$ cat src/rtl/ptts_pkg.sv
// Shared types and constants for the periodic task tick scheduler.
package ptts_pkg;

	// Default table size and configuration reset value.
	localparam int unsigned MAX_TASKS_DEF = 8;
	localparam logic [7:0] OVF_PER_TICK_RST = 8'd1;

	// Operation codes carried in the input word.
	typedef enum logic [1:0] {
		OP_OVERFLOW = 2'd0,
		OP_INSTALL  = 2'd1,
		OP_REMOVE   = 2'd2,
		OP_SET_RUN  = 2'd3
	} op_t;

	// Input word.
	typedef struct packed {
		op_t         operation;
		logic [2:0]  slot;
		logic [15:0] period;
		logic [15:0] first_delay;
		logic        run_flag;
	} in_word_t;

	// Result word.
	typedef struct packed {
		logic [7:0] due_mask;
		logic       pass_done;
	} out_word_t;

	// One entry of the slot memory.
	typedef struct packed {
		logic [15:0] period;
		logic [15:0] countdown;
	} slot_entry_t;

endpackage

$ cat src/rtl/ptts_ram.sv
// Slot memory: one write port and one read port with registered read data.
module ptts_ram #(
	parameter int unsigned DEPTH = ptts_pkg::MAX_TASKS_DEF,
	parameter int unsigned AW = 3
) (
	input  logic                 clk,
	input  logic                 wr_en,
	input  logic [AW-1:0]        wr_addr,
	input  ptts_pkg::slot_entry_t wr_data,
	input  logic                 rd_en,
	input  logic [AW-1:0]        rd_addr,
	output ptts_pkg::slot_entry_t rd_data
);

	ptts_pkg::slot_entry_t mem [DEPTH];

	// Write port.
	always_ff @(posedge clk) begin
		if (wr_en) begin
			mem[wr_addr] <= wr_data;
		end
	end

	// Read port with registered read data.
	always_ff @(posedge clk) begin
		if (rd_en) begin
			rd_data <= mem[rd_addr];
		end
	end

endmodule

$ cat src/rtl/ptts_sched.sv
// Scheduler control: prescaler, slot flags and the read-modify-write pass over the slot memory.
module ptts_sched #(
	parameter int unsigned MAX_TASKS = ptts_pkg::MAX_TASKS_DEF,
	parameter int unsigned AW = 3
) (
	input  logic                  clk,
	input  logic                  arst_n,
	input  logic                  in_valid,
	output logic                  in_ready,
	input  ptts_pkg::in_word_t    in_data,
	input  logic [7:0]            ovf_per_tick,
	input  logic                  buf_full,
	output logic                  res_push,
	output ptts_pkg::out_word_t   res_data,
	output logic                  wr_en,
	output logic [AW-1:0]         wr_addr,
	output ptts_pkg::slot_entry_t wr_data,
	output logic                  rd_en,
	output logic [AW-1:0]         rd_addr,
	input  ptts_pkg::slot_entry_t rd_data
);

	typedef enum logic {
		S_IDLE,
		S_PASS
	} state_t;

	state_t                 state_q;
	logic [7:0]             ovf_cnt_q;
	logic [MAX_TASKS-1:0]   present_q;
	logic [MAX_TASKS-1:0]   running_q;
	logic [AW-1:0]          idx_s1;
	logic [7:0]             due_q;

	logic                   accept;
	logic                   is_ovf;
	logic [7:0]             cnt_inc;
	logic                   hit;
	logic                   slot_ok;
	logic [AW-1:0]          slot_idx;
	logic                   last;
	logic                   active_s1;
	logic                   zero_s1;
	logic [15:0]            new_cd;
	logic [7:0]             due_bit;
	logic [7:0]             due_next;

	// Decode of the incoming word.
	assign in_ready = (state_q == S_IDLE) && !buf_full;
	assign accept   = in_valid && in_ready;
	assign is_ovf   = (in_data.operation == ptts_pkg::OP_OVERFLOW);
	assign cnt_inc  = ovf_cnt_q + 8'd1;
	assign hit      = (cnt_inc == ovf_per_tick);
	assign slot_ok  = (32'(in_data.slot) < 32'(MAX_TASKS));
	assign slot_idx = AW'(in_data.slot);

	// Per-slot update for the entry whose read data arrives this cycle.
	assign last      = (idx_s1 == AW'(MAX_TASKS - 1));
	assign active_s1 = present_q[idx_s1] && running_q[idx_s1];
	assign zero_s1   = (rd_data.countdown == 16'd0);
	assign new_cd    = zero_s1 ? (rd_data.period - 16'd1) : (rd_data.countdown - 16'd1);
	assign due_bit   = (active_s1 && zero_s1 && (32'(idx_s1) < 32'd8)) ?
		(8'd1 << 3'(idx_s1)) : 8'd0;
	assign due_next  = due_q | due_bit;

	// Memory accesses and result push. The pass writes slot i while reading
	// slot i+1, and no other word enters during a pass, so accesses never collide.
	always_comb begin
		rd_en    = 1'b0;
		rd_addr  = '0;
		wr_en    = 1'b0;
		wr_addr  = slot_idx;
		wr_data  = '{period: in_data.period, countdown: in_data.first_delay};
		res_push = 1'b0;
		res_data = '0;
		case (state_q)
			S_IDLE: begin
				if (accept) begin
					if (is_ovf) begin
						if (hit) begin
							rd_en = 1'b1;
						end else begin
							res_push = 1'b1;
						end
					end else begin
						res_push = 1'b1;
						wr_en = slot_ok && (in_data.operation == ptts_pkg::OP_INSTALL);
					end
				end
			end
			S_PASS: begin
				if (active_s1) begin
					wr_en   = 1'b1;
					wr_addr = idx_s1;
					wr_data = '{period: rd_data.period, countdown: new_cd};
				end
				if (last) begin
					res_push           = 1'b1;
					res_data.due_mask  = due_next;
					res_data.pass_done = 1'b1;
				end else begin
					rd_en   = 1'b1;
					rd_addr = idx_s1 + AW'(1);
				end
			end
			default: begin
			end
		endcase
	end

	// State, prescaler, flags and pass registers.
	always_ff @(posedge clk or negedge arst_n) begin
		if (!arst_n) begin
			state_q   <= S_IDLE;
			ovf_cnt_q <= '0;
			present_q <= '0;
			running_q <= '0;
			idx_s1    <= '0;
			due_q     <= '0;
		end else begin
			case (state_q)
				S_IDLE: begin
					if (accept) begin
						if (is_ovf) begin
							ovf_cnt_q <= hit ? 8'd0 : cnt_inc;
							if (hit) begin
								state_q <= S_PASS;
								idx_s1  <= '0;
								due_q   <= '0;
							end
						end else if (slot_ok) begin
							case (in_data.operation)
								ptts_pkg::OP_INSTALL: begin
									present_q[slot_idx] <= 1'b1;
									running_q[slot_idx] <= in_data.run_flag;
								end
								ptts_pkg::OP_REMOVE: begin
									present_q[slot_idx] <= 1'b0;
								end
								ptts_pkg::OP_SET_RUN: begin
									running_q[slot_idx] <= in_data.run_flag;
								end
								default: begin
								end
							endcase
						end
					end
				end
				S_PASS: begin
					due_q <= due_next;
					if (last) begin
						state_q <= S_IDLE;
					end else begin
						idx_s1 <= idx_s1 + AW'(1);
					end
				end
				default: begin
					state_q <= S_IDLE;
				end
			endcase
		end
	end

	// No word is taken while a pass walks the memory.
	a_no_accept_in_pass: assert property (@(posedge clk) disable iff (!arst_n)
		(state_q == S_PASS) |-> !in_ready)
		else $error("word accepted during a scheduling pass");

	// Every word other than a pass-starting overflow yields its result at once.
	a_immediate_result: assert property (@(posedge clk) disable iff (!arst_n)
		(accept && !(is_ovf && hit)) |-> res_push)
		else $error("missing immediate result");

	// A pass result comes only from the last slot of a pass.
	a_pass_result: assert property (@(posedge clk) disable iff (!arst_n)
		(res_push && res_data.pass_done) |-> (state_q == S_PASS && last))
		else $error("pass result outside the end of a pass");

	// The write-back never targets the entry being read in the same cycle.
	a_no_rw_clash: assert property (@(posedge clk) disable iff (!arst_n)
		(wr_en && rd_en) |-> (wr_addr != rd_addr))
		else $error("read and write of the same slot entry");

endmodule

$ cat src/rtl/ptts_outbuf.sv
// Two-entry result buffer: output register plus a skid entry.
module ptts_outbuf (
	input  logic                clk,
	input  logic                arst_n,
	input  logic                push,
	input  ptts_pkg::out_word_t push_data,
	output logic                full,
	output logic                out_valid,
	input  logic                out_ready,
	output ptts_pkg::out_word_t out_data
);

	logic                head_v_q;
	logic                skid_v_q;
	ptts_pkg::out_word_t head_q;
	ptts_pkg::out_word_t skid_q;
	logic                pop;

	assign pop       = head_v_q && out_ready;
	assign full      = skid_v_q;
	assign out_valid = head_v_q;
	assign out_data  = head_q;

	// Valid bits.
	always_ff @(posedge clk or negedge arst_n) begin
		if (!arst_n) begin
			head_v_q <= 1'b0;
			skid_v_q <= 1'b0;
		end else begin
			if (pop) begin
				if (skid_v_q) begin
					skid_v_q <= 1'b0;
				end else begin
					head_v_q <= 1'b0;
				end
			end
			if (push) begin
				if (!head_v_q || (pop && !skid_v_q)) begin
					head_v_q <= 1'b1;
				end else begin
					skid_v_q <= 1'b1;
				end
			end
		end
	end

	// Payload moves: the skid entry drains into the head on a pop.
	always_ff @(posedge clk) begin
		if (pop && skid_v_q) begin
			head_q <= skid_q;
		end
		if (push) begin
			if (!head_v_q || (pop && !skid_v_q)) begin
				head_q <= push_data;
			end else begin
				skid_q <= push_data;
			end
		end
	end

endmodule

$ cat src/rtl/periodic_task_tick_scheduler_top.sv
// Top level of the periodic task tick scheduler.
//
//  channel | direction | word          | handshake
//  in      | input     | in_data       | in_valid / in_ready
//  out     | output    | out_data      | out_valid / out_ready
//  cfg     | input     | cfg_data (8b) | cfg_valid / cfg_ready
//
// Install, remove, set-running and overflows short of a tick push their result when accepted.
// An overflow that completes a tick starts a pass over every slot: the pass reads and
// writes back one slot entry per cycle through the single read port of the slot memory.
// Reset clears the prescaler, the present and running flags and the result buffer;
// the period and countdown memory is not cleared and needs no clearing pass.
// A two-entry result buffer lets one further word enter while a result waits on out_ready.
module periodic_task_tick_scheduler_top #(
	parameter int unsigned MAX_TASKS = ptts_pkg::MAX_TASKS_DEF
) (
	input  logic                clk,
	input  logic                arst_n,
	input  logic                in_valid,
	output logic                in_ready,
	input  ptts_pkg::in_word_t  in_data,
	output logic                out_valid,
	input  logic                out_ready,
	output ptts_pkg::out_word_t out_data,
	input  logic                cfg_valid,
	output logic                cfg_ready,
	input  logic [7:0]          cfg_data
);

	localparam int unsigned AW = (MAX_TASKS > 1) ? $clog2(MAX_TASKS) : 1;

	logic [7:0]            ovf_per_tick_q;
	logic                  buf_full;
	logic                  res_push;
	ptts_pkg::out_word_t   res_data;
	logic                  wr_en;
	logic [AW-1:0]         wr_addr;
	ptts_pkg::slot_entry_t wr_data;
	logic                  rd_en;
	logic [AW-1:0]         rd_addr;
	ptts_pkg::slot_entry_t rd_data;

	// Configuration register: overflows per scheduler tick.
	assign cfg_ready = 1'b1;

	always_ff @(posedge clk or negedge arst_n) begin
		if (!arst_n) begin
			ovf_per_tick_q <= ptts_pkg::OVF_PER_TICK_RST;
		end else if (cfg_valid) begin
			ovf_per_tick_q <= cfg_data;
		end
	end

	// Slot memory holding period and countdown.
	ptts_ram #(
		.DEPTH(MAX_TASKS),
		.AW(AW)
	) u_ram (
		.clk(clk),
		.wr_en(wr_en),
		.wr_addr(wr_addr),
		.wr_data(wr_data),
		.rd_en(rd_en),
		.rd_addr(rd_addr),
		.rd_data(rd_data)
	);

	// Scheduler control.
	ptts_sched #(
		.MAX_TASKS(MAX_TASKS),
		.AW(AW)
	) u_sched (
		.clk(clk),
		.arst_n(arst_n),
		.in_valid(in_valid),
		.in_ready(in_ready),
		.in_data(in_data),
		.ovf_per_tick(ovf_per_tick_q),
		.buf_full(buf_full),
		.res_push(res_push),
		.res_data(res_data),
		.wr_en(wr_en),
		.wr_addr(wr_addr),
		.wr_data(wr_data),
		.rd_en(rd_en),
		.rd_addr(rd_addr),
		.rd_data(rd_data)
	);

	// Result buffer.
	ptts_outbuf u_outbuf (
		.clk(clk),
		.arst_n(arst_n),
		.push(res_push),
		.push_data(res_data),
		.full(buf_full),
		.out_valid(out_valid),
		.out_ready(out_ready),
		.out_data(out_data)
	);

endmodule

$ cat config.mk
export PLATFORM = sky130hd
export DESIGN_NAME = periodic_task_tick_scheduler_top
export DESIGN_NICKNAME = d
export VERILOG_FILES = /design/src/rtl/ptts_pkg.sv /design/src/rtl/ptts_ram.sv /design/src/rtl/ptts_sched.sv /design/src/rtl/ptts_outbuf.sv /design/src/rtl/periodic_task_tick_scheduler_top.sv
export SDC_FILE = /design/constraint.sdc
export NUM_CORES = 1
export LEC_CHECK = 0
export ABC_AREA = 1
export BUFFER_PORTS_ARGS = -buffer_cell sky130_fd_sc_hd__buf_2
export CELL_PAD_IN_SITES_DETAIL_PLACEMENT = 2
export CELL_PAD_IN_SITES_GLOBAL_PLACEMENT = 2
export CORE_MARGIN = 2
export CORE_UTILIZATION = 42
export CTS_CLUSTER_DIAMETER = 80
export CTS_CLUSTER_SIZE = 12
export DETAILED_ROUTE_END_ITERATION = 10
export GPL_TIMING_DRIVEN = 0
export PLACE_DENSITY_LB_ADDON = 0.1
export SYNTH_ARGS = -nofsm -noshare
export SYNTH_HDL_FRONTEND = slang
export SYNTH_SLANG_ARGS = --single-unit
$ cat constraint.sdc
create_clock -name clk -period 3.9 [get_ports clk]
set_input_delay 0.195 -clock clk [delete_from_list [all_inputs] [get_ports clk]]
set_output_delay 0.195 -clock clk [all_outputs]
set_load 0.02 [all_outputs]
==> impl_metrics.csv <==
group,metric,value,unit
yosys,synth_edf_count,297,
sta,clock_skew,0.02646,ns
yosys,synth_cells,1390,
sta,setup_tns,0,ns
power_and_ir_drop,internal-power,0.006364,W
yosys,ys.flop_type,"edfxtp_1",
yosys,yosysMostFrequentCell,"edfxtp_1",
yosys,ys_top_cells_by_count,"edfxtp_1, nand2_1, nor2_1, o21ai_0, inv_1",
sta,max_slew_margin,0.2519,
yosys,ys_seq_area_frac,0.6587,
yosys,synth-seq-cells,352,
critical_path,required,4.13,ns
grt,antenna_found_initial,1,
die,io_pins,63,
grt,grt_remaining_overflow,0,
yosys,synthTopCellsByArea,"edfxtp_1, dfrtp_1, nand2_1, nor2_1, o21ai_0",
yosys,ys_types,45,
power_and_ir_drop,clockPowerShare,0.355,
yosys,synth_async_sr_flop_share,0.1307,
critical_path,critPathArrivalTime,3.56,ns
finish,final_nets,1574,
die,initial_utilization,0.4261,
power_and_ir_drop,p_sw,0.002296,W
routing,first_pass_iters,5,
routing,wl_per_cell,26.09,um
finish,area_delta_synth_final,14.38,%
sta,finalCritPeriodShare,0.8551,
power_and_ir_drop,p_seq_frac,0.518,
grt,first_global_vias,12710,
yosys,syn-mean-instance-area,11.20,sq um
sta,final-hold-violation-count,0,
cts,clk_latency,0.54,ns
power_and_ir_drop,combPwrFrac,0.127,
routing,drc,0,
placement,dp_hpwl,35660,um
cts,cts_made_buffers,35,
grt,grt_first_pass_wirelength,78980,um
yosys,syn-num-nets,1454,
yosys,synth_warnings,0,
cts,cts_tree,"done",
grt,grt_use_total,0.2756,
finish,fill_cells,3702,
flow_run,max_cap_viol_count,0,
routing,wirelength,52020,um
critical_path,endpoint_kind,"flip-flop",
finish,drive_gt1_frac,0.1483,
routing,drtAntennaViolNets,0,
power_and_ir_drop,total_leakage_power,6.729,nW
die,fp.dieW,196.5,um
grt,grt_max_degree,47,
placement,gp_congestion,0.8359,
yosys,syn_area,15560,sq um
die,rows,70,
power_and_ir_drop,power_density,486.4,nW/um^2
critical_path,r2r_setup_slack,0.56,ns
finish,multiInputGateArea,4690,sq um
status,outcome,"complete, no violations",
sta,layout_min_cycle_time,3.335,ns
worst_hold_path,hp-class,"in -> reg",
critical_path,start_kind,"flip-flop",
power_and_ir_drop,power,0.008660,W
sta,fmax,0.2998,GHz
finish,seqCellArea,10250,sq um
cts,clock-root-buffer,"clkbuf_16",
cts,ctsResizeCount,0,
power_and_ir_drop,swShare,0.2651,
sta,rsz0062_at_grt,"false",
die,die_h,196.5,um
routing,drt_iter0_markers,651,
die,dieArea,38610,sq um
yosys,yosysTopAreaCell,"edfxtp_1",
placement,portBuffers,61,
cts,cts.sinks,352,
sta,slew_viol_final,0,
cts,cts_max_level,2,
cts,clk_pin_slew,0.07,ns
power_and_ir_drop,irDropWorstVdd,0.3790,mV
yosys,netlist.area_leader.share,0.5730,
cts,clockBufferDepth,3,
sta,setup_viol,0,
critical_path,crit_type,"reg -> reg",
sta,worst_pin_slew,1.122,ns
routing,vias_per_cell,5.716,
die,core,36520,sq um
routing,vias,11400,
critical_path,critPathMaxFanout,19,
==> cells by family after synthesis <==
logic type,share of synthesized area
buffers and inverters,0.04405
AND/OR/NAND/NOR,0.1573
adder cells (fa/ha/maj),0.01045
AO/OA/AOI/OAI,0.1154
flip-flops,0.6587
other,0.0002409
XOR/XNOR,0.004823
multiplexers,0.009004
==> critical path: stages (launching register included) <==
cell      delay [ns]
dfrtp_1         0.41
inv_1           0.25
nand3_1         0.14
o211ai_1        0.13
nand3_1         0.12
nand2_2         0.15
nand2_2         0.22
buf_6           0.27
o21ai_1         0.13
nand2_1         0.27
nor2_4          0.63
buf_12          0.27
==> worst paths after layout <==
| kind | start | end | cells after the start |
|---|---|---|---|
| max in group asynchronous | arst_n | u_sched.due_q[2] | 2 |
| setup reg to reg | u_sched.idx_s1[0] | u_ram.mem[4][12] | 11 |
| min in group asynchronous | arst_n | ovf_per_tick_q[6] | 2 |
| hold / removal | in_data[0] | u_sched.running_q[2] | 3 |
| setup / recovery | u_sched.idx_s1[0] | u_ram.mem[4][12] | 11 |
| hold reg to reg | u_sched.due_q[2] | u_sched.due_q[2] | 2 |
==> layer usage <==
layer | GRT usage | wire length, um | vias up
li1 | - | - | 5167
met1 | 0.3430 | 21650 | 5863
met2 | 0.4986 | 26860 | 285
met3 | 0.03542 | 2136 | 82
met4 | 0.08782 | 1375 | 0
met5 | 0 | 0 | -
==> state kept, by name (all words and copies together), names as in the netlist, named ones only <==
name,cells
u_sched.idx_s1,3
u_sched.running_q,8
u_ram.mem,256
u_sched.due_q,8
u_sched.ovf_cnt_q,8
u_outbuf.full,1
ovf_per_tick_q,8
u_outbuf.skid_q,9
u_ram.rd_data,32
u_sched.state_q,1
u_outbuf.out_data,9
u_outbuf.out_valid,1
==> cell type report <==
cell class              instances  share of cell area
clock buffers                  47             0.05173
plain buffers                  69             0.01891
flip-flops and latches        352              0.5758
well taps                     468             0.03289
inverters                      93             0.01961
diodes                          2           0.0002811
clock inverters                 4            0.001898
repair buffers                 83             0.03542
multi-input cells             876              0.2634
==> through the flow <==
stage	utilization	instances	setup WS (ns)	hold slack [ns]	cell area, sq um
final	0.4874	1994	0.5650	0.06299	17800
after CTS	0.4873	1992	0.4994	0.05007	17800
after global routing	0.4873	1992	0.3021	0.1083	17800
after global placement	0.4505	1919	-1.473	0.4130	16450
after floorplan	-	1390	0.6584	-0.1006	15560
after detailed placement	0.4576	1928	0.5452	0.4141	16710
==> power by group through the flow <==
stage          logic [W]  registers, W  clock network, W
3_5_place_dp     0.00109       0.00456                 0
3_3_place_gp     0.00102       0.00455                 0
4_1_cts          0.00111       0.00449           0.00313
6_report         0.00110       0.00449           0.00307
2_1_floorplan   0.000722       0.00456                 0
5_1_grt          0.00125       0.00452           0.00325
==> placed cells by master, fill, tap and decap left out, types with 7 or more instances in the layout <==
cell type,synthesis,layout
edfxtp_1,297,297
nand2_1,209,208
nor2_1,191,183
o21ai_0,103,103
inv_1,84,84
buf_2,20,81
nand3_1,73,73
a31oi_1,49,49
clkbuf_1,36,48
dfrtp_1,45,45
or2_2,35,35
clkbuf_16,0,35
o211ai_1,33,33
o21bai_1,33,33
o32ai_1,32,32
a21oi_1,21,21
nor2_4,5,13
o21ai_1,13,13
ha_1,13,13
dlygate4sd3_1,0,13
nand4_1,9,9
nor3_1,9,9
dfxtp_1,9,9
nand2_2,7,8
inv_2,8,8
mux2_2,8,8
buf_4,7,7
buf_12,0,7
==> what timing repair did <==
| item | CTS | global route |
|---|---|---|
| endpoints found under the hold margin | 54 | 0 |
| hold buffers | 13 | 0 |
| buffers inserted | 0 | 0 |
(Power assumes the default switching activity.)
